## config.mk

```make
export PLATFORM = sky130hd
export DESIGN_NAME = sem_col_cell
export DESIGN_NICKNAME = d
export VERILOG_FILES = /design/src/hdl/sem_pkg.sv /design/src/hdl/sem_col_cell.sv
export SDC_FILE = /design/constraint.sdc
export NUM_CORES = 1
export LEC_CHECK = 0
export BUFFER_PORTS_ARGS = -buffer_cell sky130_fd_sc_hd__clkbuf_2
export CAP_MARGIN = 20
export CORE_MARGIN = 2
export CORE_UTILIZATION = 40
export CTS_BUF_LIST = sky130_fd_sc_hd__clkbuf_8
export CTS_CLUSTER_SIZE = 10
export DETAILED_ROUTE_END_ITERATION = 10
export GPL_TIMING_DRIVEN = 0
export PLACE_DENSITY = 0.69
export SLEW_MARGIN = 15
export SYNTH_ARGS = -nofsm -noshare
export SYNTH_HDL_FRONTEND = slang
export SYNTH_SLANG_ARGS = --single-unit
```

## constraint.sdc

```tcl
create_clock -name aclk -period 3.1 [get_ports aclk]
set_input_delay 0.465 -clock aclk [delete_from_list [all_inputs] [get_ports aclk]]
set_output_delay 0.465 -clock aclk [all_outputs]
set_load 0.005 [all_outputs]
```

## src/hdl/sem_pkg.sv

```systemverilog
package sem_pkg;

    localparam int PIX_W     = 8;
    localparam int ROW_W     = 12;
    localparam int COL_W     = 11;
    localparam int CFG_W     = 12;
    localparam int CFG_IDX_W = 1;

    localparam logic [CFG_IDX_W-1:0] REG_IMAGE_WIDTH  = 1'b0;
    localparam logic [CFG_IDX_W-1:0] REG_IMAGE_HEIGHT = 1'b1;

    localparam logic [CFG_W-1:0] IMAGE_WIDTH_RESET  = 12'd640;
    localparam logic [CFG_W-1:0] IMAGE_HEIGHT_RESET = 12'd480;
    localparam logic [CFG_W-1:0] MIN_SIZE           = 12'd3;

    localparam int COL_SUM_W = PIX_W + 2;
    localparam int DIFF_W    = PIX_W + 1;
    localparam int GRAD_W    = PIX_W + 3;

    typedef struct packed {
        logic [PIX_W-1:0] pixel_value;
        logic             frame_start;
    } in_item_t;

    typedef struct packed {
        logic [PIX_W-1:0] edge_value;
        logic [ROW_W-1:0] out_row;
        logic [COL_W-1:0] out_col;
        logic             frame_last;
    } out_item_t;

    typedef struct packed {
        logic [PIX_W-1:0] top;
        logic [PIX_W-1:0] mid;
        logic [PIX_W-1:0] bot;
    } win_col_t;

    typedef struct packed {
        logic        [COL_SUM_W-1:0] col_sum;
        logic signed [DIFF_W-1:0]    vert_diff;
    } col_tap_t;

endpackage

```

## src/hdl/sem_col_cell.sv

```systemverilog
module sem_col_cell (
    input  logic              aclk,
    input  logic              aresetn,
    input  logic              shift_en,
    input  sem_pkg::win_col_t col_in,
    output sem_pkg::win_col_t col_out,
    output sem_pkg::col_tap_t tap
);

    sem_pkg::win_col_t col_reg;

    always_ff @(posedge aclk) begin
        if (!aresetn) begin
            col_reg <= '0;
        end else if (shift_en) begin
            col_reg <= col_in;
        end
    end

    assign col_out = col_reg;

    // weighted column sum and bottom minus top
    assign tap.col_sum = sem_pkg::COL_SUM_W'(col_reg.top)
                       + sem_pkg::COL_SUM_W'({col_reg.mid, 1'b0})
                       + sem_pkg::COL_SUM_W'(col_reg.bot);
    assign tap.vert_diff = $signed({1'b0, col_reg.bot}) - $signed({1'b0, col_reg.top});

endmodule

```

# Yosys cells after proc, flatten, opt, wreduce, memory -nomap -nowiden
# Cells that the tools add are included.
[op_classes]
n_addsub = 3
multipliers = 0
div = 0
order_cmp = 0
n_eq_ne = 0
shift = 0
mux = 0
bitwise = 0
n_reduce_logical = 0
[ops]
columns = ["operator", "count"]
rows = [
  ["adder 10 x 8 -> 10 bit", 1],
  ["adder 8 x 9 -> 10 bit", 1],
  ["subtractor 8 x 8 -> 9 bit", 1],
]
[totals]
reg_bits = 24
latch_bits = 0
mem_bits_rw = 0
mem_bits_ro = 0
in_bits = 27
n_memories = 0

# Depth between registers and ports, before layout
# Gate-level depths: netlist of the first run.
[logic_depth]
ltp_word = 2
ltp_mapped = 9

# Least setup slack after synthesis of the first run
# OpenSTA, ideal clock, no wires.
[synth_path]
path_type = "reg-to-output"
from = "register col_reg (netlist bit col_out[1])"
to = "output port tap[16] (netlist bit)"
arrival_ns = 2.077
required_ns = 2.635
path_slack_ns = 0.558
path_stages_with_launch = 9
n_path_buf = 0
path_cell_list = "dfxtp_1 inv_1 fa_1 inv_1 ha_1 fa_1 a21oi_1 o21a_1 xnor2_1"
[synth_rtl]
columns = ["item", "line_no", "source"]
rows = [
  ["from (decl)", "sem_col_cell.sv:10", "sem_pkg::win_col_t col_reg;"],
  ["from (signal assigned)", "sem_col_cell.sv:16", "col_reg <= col_in;"],
  ["to (decl)", "sem_col_cell.sv:7", "output sem_pkg::col_tap_t tap"],
]

==> summary.md, run 1 <==
| Metric | Value |
|---|---|
| Final critical path time including I/O delays and setup | about 3 ns |
| Net Count, Synth | roughly 220 |
| Cell type contributing the most total cell area after synthesis | sky130_fd_sc_hd__dfxtp_1 |
| Number of buffers added to fix hold violations after cts | 0 |
| Asr flop ratio synth | 0% |
| Share of synthesized area occupied by flip-flops and latches | 28.7% |
| Status | finished clean |
| CTS root buf | sky130_fd_sc_hd__clkbuf_8 |
| Core area | between 0.004 and 0.005 mm2 |
| Iteration count of the initial detailed-routing pass | 4 |
| Mapped Cells | roughly 170 |
| Antenna Diode Count | 0 |
| Slew at the pin closest to its max-slew limit | ~0.37 ns |
| Post-layout net count | slightly below 300 |
| Count of endpoints failing hold in the final timing report | 0 |
| Share of Yosys cell area claimed by the top area cell type | between 20% and 30% |
| Cts bufs inserted | 3 |
| Die Span Y | ~69 um |
| Worst slew margin relative to its limit | around three quarters |
| Antenna violations before repair | 0 |
| Total setup violations reported at the end of the flow | 0 |
| Die Footprint | 0.00472 mm2 |
| Synth Warn # | 0 |
| Mean post-synth cell area | 9.96 um2 |
| Bufs on Longest Clock Path | 2 |
| Largest register FFs | 24 |
| Number of I/O pins | 70 |
| Fill cell instance count of the final layout | 399 |
| FF-to-FF setup slack | 2.38 ns |
| Number of unique standard cell types used by synthesis | 28 |
| Flip-flop and latch count after synthesis | 24 |
| Gpl congestion | between 0.7 and 0.8 |
| Final Non-Filler Cells | 290 |
| Post-layout total power | just under 0.9 mW |
| Pin count of the biggest net entering global routing | 14 |
| Iteration-0 DRC count of the detailed router | 30 |
| Setup Total Neg Slack | 0 ns |
| Antenna-violating nets left | 0 |
| Most frequent cell after synthesis | sky130_fd_sc_hd__nor2b_1 |
| CTS sink count | 24 |
| Worst supply voltage drop on vdd | 0.209 mV |
| Overall overflow remaining after global route | 0 |
| Clock insertion delay at the later pin of the skew report | roughly 0.26 ns |
| Crit path max fanout | 4 |
| # Max-Cap Violations | 0 |
| Count of final max-slew check failures | 0 |
| Placed Cells | approximately 290 |
| Required time reported for the critical path endpoint | 2.63 ns |
| Wire length of the first global-routing pass | 5.31 mm |
| RSZ-0062 raised after global routing | no |
| Fraction of final layout cells sized beyond drive strength 1 | about a third |
| Routed Wire Length | approximately 3.5 mm |
| WL per Instance | 12.0 um |
| Kind of start point of the critical path | register |
| PwrDens | 405 mW/mm2 |
| Worst setup path class | reg -> out |
| Area of the mapped netlist | 0.00167 mm2 |
| Class of the worst hold path | in -> reg |
| Final hold slack | ~0.46 ns |
| Setup Fix Bufs, Post-CTS | 0 |
| Post-synth EDFFs | 0 |
| Area growth from synthesis to final layout | 27.9% |
| CP arrival | 2.48 ns |
| Critical Path Sink Type | primary output |
| Number of DRC violations after detailed routing | 0 |
| Effective utilization at floorplan | between 40% and 50% |
| Top cells by instance count after synthesis | sky130_fd_sc_hd__nor2b_1 (26), sky130_fd_sc_hd__dfxtp_1 (24), sky130_fd_sc_hd__mux2i_1 (24), sky130_fd_sc_hd__ha_1 (17), sky130_fd_sc_hd__inv_1 (17) |
| Num rows | 23 |
| DPL Wire Length | 3.03 mm |
| Clock transition at path regs | ~0.080 ns |
| Crit share post-route | 95.1% |
| Port-buffer cells | between 60 and 70 |
| TritonCTS clock tree | yes |
| Vias per cell | between 4 and 5 |
| Vias in the first global route | 1189 |
| Main synth FF type | sky130_fd_sc_hd__dfxtp_1 |
| Number of H-tree levels | 1 |
| Most area-consuming cells after synthesis | sky130_fd_sc_hd__dfxtp_1 (29%), sky130_fd_sc_hd__mux2i_1 (14%), sky130_fd_sc_hd__ha_1 (13%) |
| Worst-case clock skew | 0 ns |
| Number of vias in the routed layout | 1347 |
| Die width | around 69 um |
| Overall Global Routing Usage | 15.2% |
| Timing-limited maximum frequency | 0.339 GHz |
| Leakage power summed over all cells | 1.14 nW |
-- final timing paths --
path / startpoint / depth (start not counted) / to
setup / recovery: col_out[1] / 9 / tap[16]
hold / removal: col_in[20] / 3 / col_out[20]
setup reg to reg: col_out[2] / 2 / col_out[2]
hold reg to reg: col_out[15] / 2 / col_out[15]
-- metal layers --
layer	up-vias	share of wire (%)	track usage, %
met4	0	0.77	4.41
met1	615	48	21.9
li1	702	-	-
met3	2	5.0	1.95
met2	28	46	23.7
met5	-	0	0
-- worst max-delay path: stages (launching register included) --
cell and delay [ns]:
sky130_fd_sc_hd__dfxtp_2 0.37, sky130_fd_sc_hd__inv_1 0.09, sky130_fd_sc_hd__fa_1 0.54, sky130_fd_sc_hd__inv_1 0.04, sky130_fd_sc_hd__ha_1 0.22, sky130_fd_sc_hd__fa_2 0.37, sky130_fd_sc_hd__a21oi_2 0.17, sky130_fd_sc_hd__o21a_1 0.15
sky130_fd_sc_hd__xnor2_1 0.13, sky130_fd_sc_hd__clkbuf_2 0.14
-- where the power goes --
part | switching, mW | internal, mW
Sequential | 0.0233 | 0.327
Clock | 0.0960 | 0.113
Combinational | 0.146 | 0.162
-- cell type report --
class | instances | area [um2] | area share [%]
Inverter | 17 | 63.8 | 2.98
Buffer | 6 | 30.0 | 1.40
Sequential cell | 24 | 483 | 22.6
Multi-Input combinational cell | 121 | 1110 | 51.7
Timing Repair Buffer | 68 | 340 | 15.9
Tap cell | 50 | 62.6 | 2.92
Clock buffer | 4 | 55.1 | 2.57
-- kinds of logic after synthesis --
group                    count (synthesis)  share of synthesized area (%)
buffers and inverters                   23                           5.61
XOR/XNOR                                10                           5.23
flip-flops                              24                           28.7
adder cells (fa/ha/maj)                 26                           23.5
AO/OA/AOI/OAI                           24                           9.19
multiplexers                            24                           14.3
AND/OR/NAND/NOR                         37                           13.5
-- cells in the final DEF (no fill, tap or decap) --
master,instances
sky130_fd_sc_hd__xnor2_1,8
sky130_fd_sc_hd__or3_1,2
sky130_fd_sc_hd__xor2_1,2
sky130_fd_sc_hd__o2bb2ai_1,1
sky130_fd_sc_hd__a21o_1,2
sky130_fd_sc_hd__o21bai_1,2
sky130_fd_sc_hd__nor2b_4,1
sky130_fd_sc_hd__fa_1,8
sky130_fd_sc_hd__a22oi_1,1
sky130_fd_sc_hd__a21oi_2,2
sky130_fd_sc_hd__inv_1,17
sky130_fd_sc_hd__nor3_1,1
sky130_fd_sc_hd__buf_2,3
sky130_fd_sc_hd__a21oi_1,6
sky130_fd_sc_hd__nand2_1,2
sky130_fd_sc_hd__clkbuf_1,2
sky130_fd_sc_hd__buf_4,1
sky130_fd_sc_hd__clkbuf_2,68
sky130_fd_sc_hd__fa_2,1
sky130_fd_sc_hd__clkbuf_8,4
sky130_fd_sc_hd__o22ai_1,2
sky130_fd_sc_hd__o21ai_2,1
sky130_fd_sc_hd__nor2b_1,26
sky130_fd_sc_hd__dfxtp_2,2
sky130_fd_sc_hd__o21ai_0,4
sky130_fd_sc_hd__and3_2,1
sky130_fd_sc_hd__nor2_1,3
sky130_fd_sc_hd__o21a_1,3
sky130_fd_sc_hd__ha_1,17
sky130_fd_sc_hd__dfxtp_1,22
sky130_fd_sc_hd__nand3_1,1
sky130_fd_sc_hd__mux2i_1,24
-- what timing repair did --
item | in CTS | in global routing
endpoints found under the setup margin | 1 | 5
pin swaps | 0 | 1
resized for setup | 1 | 3
gates cloned | 0 | 0
-- through the flow --
| step | util, % | setup WS [ns] | instance area [um2] |
|---|---|---|---|
| floorplan | - | 0.558 | 1670 |
| global placement | 51.9 | 0.303 | 2080 |
| detailed placement | 51.9 | 0.284 | 2080 |
| CTS | 53.4 | 0.0244 | 2140 |
| global route | 53.5 | 0.0139 | 2140 |
| finish | 53.5 | 0.153 | 2140 |
Power figures use the tool's default switching activity.
==> run 2: changes to the inputs <==
==> constraint.sdc (replaced) <==
create_clock -name aclk -period 3.1 [get_ports aclk]
set_input_delay 0.31 -clock aclk [delete_from_list [all_inputs] [get_ports aclk]]
set_output_delay 0.31 -clock aclk [all_outputs]
set_load 0.005 [all_outputs]
==> summary.md, run 2 (synthesis results as in run 1) <==
| Metric | Value |
|---|---|
| Largest register FFs | 24 (unchanged) |
| Number of DRC violations after detailed routing | 0 (unchanged) |
| Share of total power consumed by net switching | 30.5% (-0.050 points) |
| Worst slew margin relative to its limit | 75.3% (about the same) |
| Iteration count of the initial detailed-routing pass | 4 (unchanged) |
| Kind of start point of the critical path | register |
| Bufs on Longest Clock Path | 2 (unchanged) |
| Sequential Power Share | 40.4% (about the same) |
| CTS sink count | 24 (unchanged) |
| Number of vias in the routed layout | 1353 (+0.45%) |
| Core area | 0.00400 mm2 (unchanged) |
| Port-buffer cells | 68 (unchanged) |
| Die width | 68.7 um (unchanged) |
| Number of cells upsized or downsized after cts | 0 (-1) |
| RSZ-0062 raised after global routing | no |
| Die Footprint | 0.00472 mm2 (unchanged) |
| Utilization of the core after routing | 53.3% (-0.22 points) |
| Int Power | 0.601 mW (-0.16%) |
| Switching component of the power | 0.264 mW (-0.40%) |
| Number of buffers added to fix hold violations after cts | 0 (unchanged) |
| Timing-limited maximum frequency | 0.341 GHz (+0.49%) |
| Area of the multi-input gates | 0.00110 mm2 (-0.57%) |
| Number of H-tree levels | 1 (unchanged) |
| Met2 wirelength from detailed routing | 1.61 mm (+0.31%) |
| Setup Fix Bufs, Post-CTS | 0 (unchanged) |
| Vias per cell | 4.67 (+0.45%) |
| Num rows | 23 (unchanged) |
| Leakage power summed over all cells | 1.14 nW (about the same) |
| Worst-case clock skew | 0 ns (unchanged) |
| Gpl congestion | 0.711 (unchanged) |
| Area growth from synthesis to final layout | 27.4% |
| Cells traversed along the worst timing path | inv_1, fa_1, inv_1, ha_1, fa_1, a21oi_1, o21a_1, xnor2_1, clkbuf_2 |
| Setup Total Neg Slack | 0 ns (unchanged) |
| Most common library cell in the layout ignoring fill and taps | sky130_fd_sc_hd__clkbuf_2 |
| Layout Cell Area excl Fill | 0.00213 mm2 (-0.41%) |
| Vias in the first global route | 1183 (-0.50%) |
| Die Span Y | 68.7 um (unchanged) |
| Effective utilization at floorplan | 41.9% (unchanged) |
| Worst setup path class | reg -> out |
| Total setup violations reported at the end of the flow | 0 (unchanged) |
| Count of endpoints failing hold in the final timing report | 0 (unchanged) |
| Critical Path Sink Type | primary output |
| Worst supply voltage drop on vdd | 0.208 mV (about the same) |
| # Max-Cap Violations | 0 (unchanged) |
| Power share of the combinational group | 35.4% (about the same) |
| Overall Global Routing Usage | 15.1% (-0.034 points) |
| Slew at the pin closest to its max-slew limit | 0.371 ns (+0.00000191 ns) |
| WL per Instance | 12.0 um (-0.34%) |
| Top metal layer carrying routed signals | met4 |
| Iteration-0 DRC count of the detailed router | 27 (-10%) |
| Leading cell types in the layout, fill and taps excluded | sky130_fd_sc_hd__clkbuf_2 (68), sky130_fd_sc_hd__nor2b_1 (26), sky130_fd_sc_hd__mux2i_1 (24), sky130_fd_sc_hd__dfxtp_1 (24) |
| Fraction of final layout cells sized beyond drive strength 1 | 33.3% (-1.7 points) |
| Antenna Diode Count | 0 (unchanged) |
| Share of total power in the clock network | 24.2% (about the same) |
| Final critical path time including I/O delays and setup | 2.93 ns (-0.0145 ns) |
| Fill cell instance count of the final layout | 400 (+0.25%) |
| Crit path max fanout | 4 (unchanged) |
| Placed cell areas | 0.00208 mm2 (unchanged) |
| Routed Wire Length | 3.48 mm (-0.34%) |
| Cts bufs inserted | 3 (unchanged) |
| Status | finished clean |
| Sequential standard cell area | 480 um2 (-0.52%) |
| Count of final max-slew check failures | 0 (unchanged) |
| Largest incremental delay on the critical path | 0.54 ns (about the same) |
| PwrDens | 406 mW/mm2 (+0.17%) |
| Overall overflow remaining after global route | 0 (unchanged) |
| Antenna-violating nets left | 0 (unchanged) |
| Length of routed wiring on met1 | 1.66 mm (-1.0%) |
| Antenna violations before repair | 0 (unchanged) |
| Final hold slack | 0.303 ns (-0.155 ns) |
| Number of I/O pins | 70 (unchanged) |
| Required time reported for the critical path endpoint | 2.79 ns (+0.16 ns) |
| Post-layout net count | 294 (unchanged) |
| CP arrival | 2.62 ns (+0.14 ns) |
| Clock transition at path regs | 0.09 ns (about the same) |
| Cell with the largest stage delay on the worst path | sky130_fd_sc_hd__fa_1 |
| TritonCTS clock tree | yes |
| CTS root buf | sky130_fd_sc_hd__clkbuf_8 |
| Crit share post-route | 94.6% (-0.47 points) |
| Wire length of the first global-routing pass | 5.31 mm (-0.13%) |
| Class of the worst hold path | in -> reg |
| DPL Wire Length | 3.03 mm (unchanged) |
| Post-layout total power | 0.866 mW (-0.24%) |
| Pin count of the biggest net entering global routing | 14 (unchanged) |
| Routed wire length on met3 | 176 um (unchanged) |
| Clock insertion delay at the later pin of the skew report | 0.26 ns (about the same) |
==> run 2: worst paths after layout <==
| path | to | from | cells past startpoint | slack, ns |
|---|---|---|---|---|
| worst min-delay path | col_out[20] | col_in[20] | 3 | 0.30 |
| worst max-delay path | tap[16] | col_out[1] | 9 | 0.17 |
| worst max register to register | col_out[2] | col_out[2] | 2 | 2.38 |
| worst min register to register | col_out[15] | col_out[15] | 2 | 0.55 |
==> run 2: critical path: cells and delay by family, from the launching register on <==
family                   cells  cell delay (ns)
adder cells (fa/ha/maj)      3             1.16
AO/OA/AOI/OAI                2             0.37
flip-flops                   1             0.40
buffers and inverters        3             0.29
XOR/XNOR                     1             0.13
==> run 2: metal layers <==
metal	track usage (%)	up-vias
met5	0	-
met4	4.41	0
li1	-	703
met2	23.6	28
met1	21.9	620
met3	1.95	2
==> run 2: through the flow <==
| step | instances | setup WS (ns) |
|---|---|---|
| finish | 290 | 0.167 |
| global route | 290 | 0.0205 |
| CTS | 290 | 0.147 |
| detailed placement | 286 | 0.439 |
| global placement | 286 | 0.458 |
| floorplan | 168 | 0.713 |
==> run 2: layout make-up <==
cell class | count | share of cell area (%)
tap | 50 | 2.93
timing repair buffer | 68 | 16.0
clock buffer | 4 | 2.58
sequential | 24 | 22.5
multi-input combinational | 121 | 51.6
buffer | 6 | 1.41
inverter | 17 | 2.99
==> run 2: power by group through the flow <==
stage	clock [mW]	sequential [mW]	combinational (mW)
after floorplan	0	0.354	0.191
after global routing	0.231	0.355	0.344
final	0.209	0.350	0.306
after global placement	0	0.358	0.305
after detailed placement	0	0.358	0.311
after CTS	0.214	0.351	0.312
==> run 3: changes to the inputs <==
--- a/config.mk
+++ b/config.mk
@@ -5,15 +5,14 @@
 export SDC_FILE = /design/constraint.sdc
 export NUM_CORES = 1
 export LEC_CHECK = 0
-export BUFFER_PORTS_ARGS = -buffer_cell sky130_fd_sc_hd__clkbuf_2
 export CAP_MARGIN = 20
 export CORE_MARGIN = 2
 export CORE_UTILIZATION = 40
 export CTS_BUF_LIST = sky130_fd_sc_hd__clkbuf_8
 export CTS_CLUSTER_SIZE = 10
 export DETAILED_ROUTE_END_ITERATION = 10
+export DONT_BUFFER_PORTS = 1
 export GPL_TIMING_DRIVEN = 0
-export PLACE_DENSITY = 0.69
 export SLEW_MARGIN = 15
 export SYNTH_ARGS = -nofsm -noshare
 export SYNTH_HDL_FRONTEND = slang
==> summary.md, run 3 (synthesis results as in run 1) <==
| Metric | Value |
|---|---|
| Required time reported for the critical path endpoint | 2.79 ns (about the same) |
| Effective utilization at floorplan | 41.9% (unchanged) |
| Fraction of final layout cells sized beyond drive strength 1 | 7.56% (-26 points) |
| Largest register FFs | 24 (unchanged) |
| Die Footprint | 0.00472 mm2 (unchanged) |
| Area growth from synthesis to final layout | 7.25% |
| Port-buffer cells | 0 (-100%) |
| Leading cell types in the layout, fill and taps excluded | sky130_fd_sc_hd__nor2b_1 (26), sky130_fd_sc_hd__mux2i_1 (24), sky130_fd_sc_hd__dfxtp_1 (24) |
| Leakage power summed over all cells | 0.850 nW (-26%) |
| Wire length of the first global-routing pass | 5.32 mm (+0.25%) |
| Die Span Y | 68.7 um (unchanged) |
| FF-to-FF setup slack | 2.38 ns (about the same) |
| Bufs on Longest Clock Path | 2 (unchanged) |
| Worst setup path class | reg -> out |
| RSZ-0062 raised after global routing | no |
| R2R cell count | 2 (unchanged) |
| Core area | 0.00400 mm2 (unchanged) |
| WL per Instance | 15.8 um (+32%) |
| Startpoint of the worst hold path | aresetn |
| Cts bufs inserted | 3 (unchanged) |
| Antenna Diode Count | 0 (unchanged) |
| CTS root buf | sky130_fd_sc_hd__clkbuf_8 |
| Num rows | 23 (unchanged) |
| Setup Fix Bufs, Post-CTS | 0 (unchanged) |
| Total setup violations reported at the end of the flow | 0 (unchanged) |
| Gpl congestion | 0.754 (+6.0%) |
| Placed Cells | 218 (-24%) |
| Antenna-violating nets left | 0 (unchanged) |
| Number of buffers added to fix hold violations after cts | 0 (unchanged) |
| Cells traversed along the worst timing path | inv_1, fa_1, inv_1, ha_1, fa_1, a21oi_2, o21a_1, xnor2_1 |
| Final Non-Filler Cells | 222 (-23%) |
| Final hold slack | 0.172 ns (-0.131 ns) |
| Vias per cell | 5.17 (+11%) |
| Number of I/O pins | 70 (unchanged) |
| Clock transition at path regs | 0.09 ns (about the same) |
| Crit share post-route | 94.8% (+0.19 points) |
| Hold endpoint | col_out[7] |
| Count of endpoints failing hold in the final timing report | 0 (unchanged) |
| Worst-case clock skew | 0 ns (unchanged) |
| Number of DRC violations after detailed routing | 0 (unchanged) |
| Setup Total Neg Slack | 0 ns (unchanged) |
| Iteration count of the initial detailed-routing pass | 3 (-1) |
| Worst reg2reg path endpoint | col_out[22] |
| Number of cells upsized or downsized after cts | 0 (unchanged) |
| Crit path max fanout | 4 (unchanged) |
| Worst supply voltage drop on vdd | 0.198 mV (-5.1%) |
| Clock insertion delay at the later pin of the skew report | 0.27 ns (about the same) |
| CP arrival | 2.63 ns (about the same) |
| Final critical path time including I/O delays and setup | 2.94 ns (+0.00584 ns) |
| Kind of start point of the critical path | register |
| Worst reg2reg path startpoint | col_out[22] |
| Number of vias in the routed layout | 1147 (-15%) |
| Routed Wire Length | 3.51 mm (+0.86%) |
| Post-layout net count | 226 (-23%) |
| Worst slew margin relative to its limit | 72.2% (-3.1 points) |
| Cell with the largest stage delay on the worst path | sky130_fd_sc_hd__fa_1 |
| Pin count of the biggest net entering global routing | 14 (unchanged) |
| Timing-limited maximum frequency | 0.340 GHz (-0.20%) |
| Slew at the pin closest to its max-slew limit | 0.418 ns (+0.0464 ns) |
| Post-layout total power | 0.801 mW (-7.4%) |
| Die width | 68.7 um (unchanged) |
| Hold Path Cell Cnt | 1 (-2) |
| # Max-Cap Violations | 0 (unchanged) |
| Number of H-tree levels | 1 (unchanged) |
| Antenna violations before repair | 0 (unchanged) |
| DPL Wire Length | 2.91 mm (-4.0%) |
| TritonCTS clock tree | yes |
| Most common library cell in the layout ignoring fill and taps | sky130_fd_sc_hd__nor2b_1 |
| Critical Path Sink Type | primary output |
| Vias in the first global route | 1109 (-6.3%) |
| Class of the worst hold path | in -> reg |
| Count of final max-slew check failures | 0 (unchanged) |
| CTS sink count | 24 (unchanged) |
| PwrDens | 446 mW/mm2 (+9.9%) |
| Status | finished clean |
| Overall Global Routing Usage | 15.5% (+0.34 points) |
| Overall overflow remaining after global route | 0 (unchanged) |
| Iteration-0 DRC count of the detailed router | 28 (+3.7%) |
| Largest incremental delay on the critical path | 0.55 ns (about the same) |
-- run 3: cell types whose count changed in the layout (fill, tap and decap cells not counted) --
| cell | previous run | this run |
|---|---|---|
| sky130_fd_sc_hd__clkbuf_2 | 68 | 0 |
| sky130_fd_sc_hd__a21oi_1 | 7 | 6 |
| sky130_fd_sc_hd__a21oi_2 | 1 | 2 |
-- run 3: area by class of cell --
cell class              count  area [um2]
flip-flops and latches     24         480
fillers                   380        2200
clock buffers               4        55.1
plain buffers               6        30.0
multi-input cells         121        1100
well taps                  50        62.6
inverters                  17        63.8
-- run 3: where the power goes --
group	switching (mW)	internal [mW]	total, mW
registers	0.0267	0.327	0.354
logic	0.123	0.106	0.230
clock network	0.105	0.113	0.218
total	0.255	0.546	0.801
-- run 3: metal layers --
metal | vias up | GRT usage [%] | share of wire (%)
met5 | - | 0 | 0
met4 | 0 | 3.68 | 0.54
met3 | 2 | 3.90 | 6.3
met2 | 37 | 25.4 | 47
met1 | 539 | 20.4 | 46
li1 | 569 | - | -
-- run 3: worst max-delay path by stage --
stage	from	endpoint	slack [ns]	depth (start not counted)
floorplan	col_out[1]	tap[16]	0.71	8
global route	col_out[1]	tap[16]	0.04	8
CTS	col_out[1]	tap[16]	0.09	8
finish	col_out[1]	tap[16]	0.16	8
global placement	col_out[1]	tap[16]	0.46	8
detailed placement	col_out[1]	tap[16]	0.40	8
-- run 3: per-stage QoR --
stage          utilization [%]  cell area, um2  worst slack [ns]
6_report                  44.9            1800             0.161
5_1_grt                   44.9            1800            0.0350
4_1_cts                   44.8            1790            0.0874
3_5_place_dp              43.4            1740             0.402
3_3_place_gp              43.4            1740             0.457
2_1_floorplan                -            1670             0.713
-- run 3: worst max-delay path, delay by kind of cell (launching register included) --
kind	cells	cell delay (ns)
adder cells (fa/ha/maj)	3	1.22
XOR/XNOR	1	0.16
flip-flops	1	0.41
buffers and inverters	2	0.17
AO/OA/AOI/OAI	2	0.41
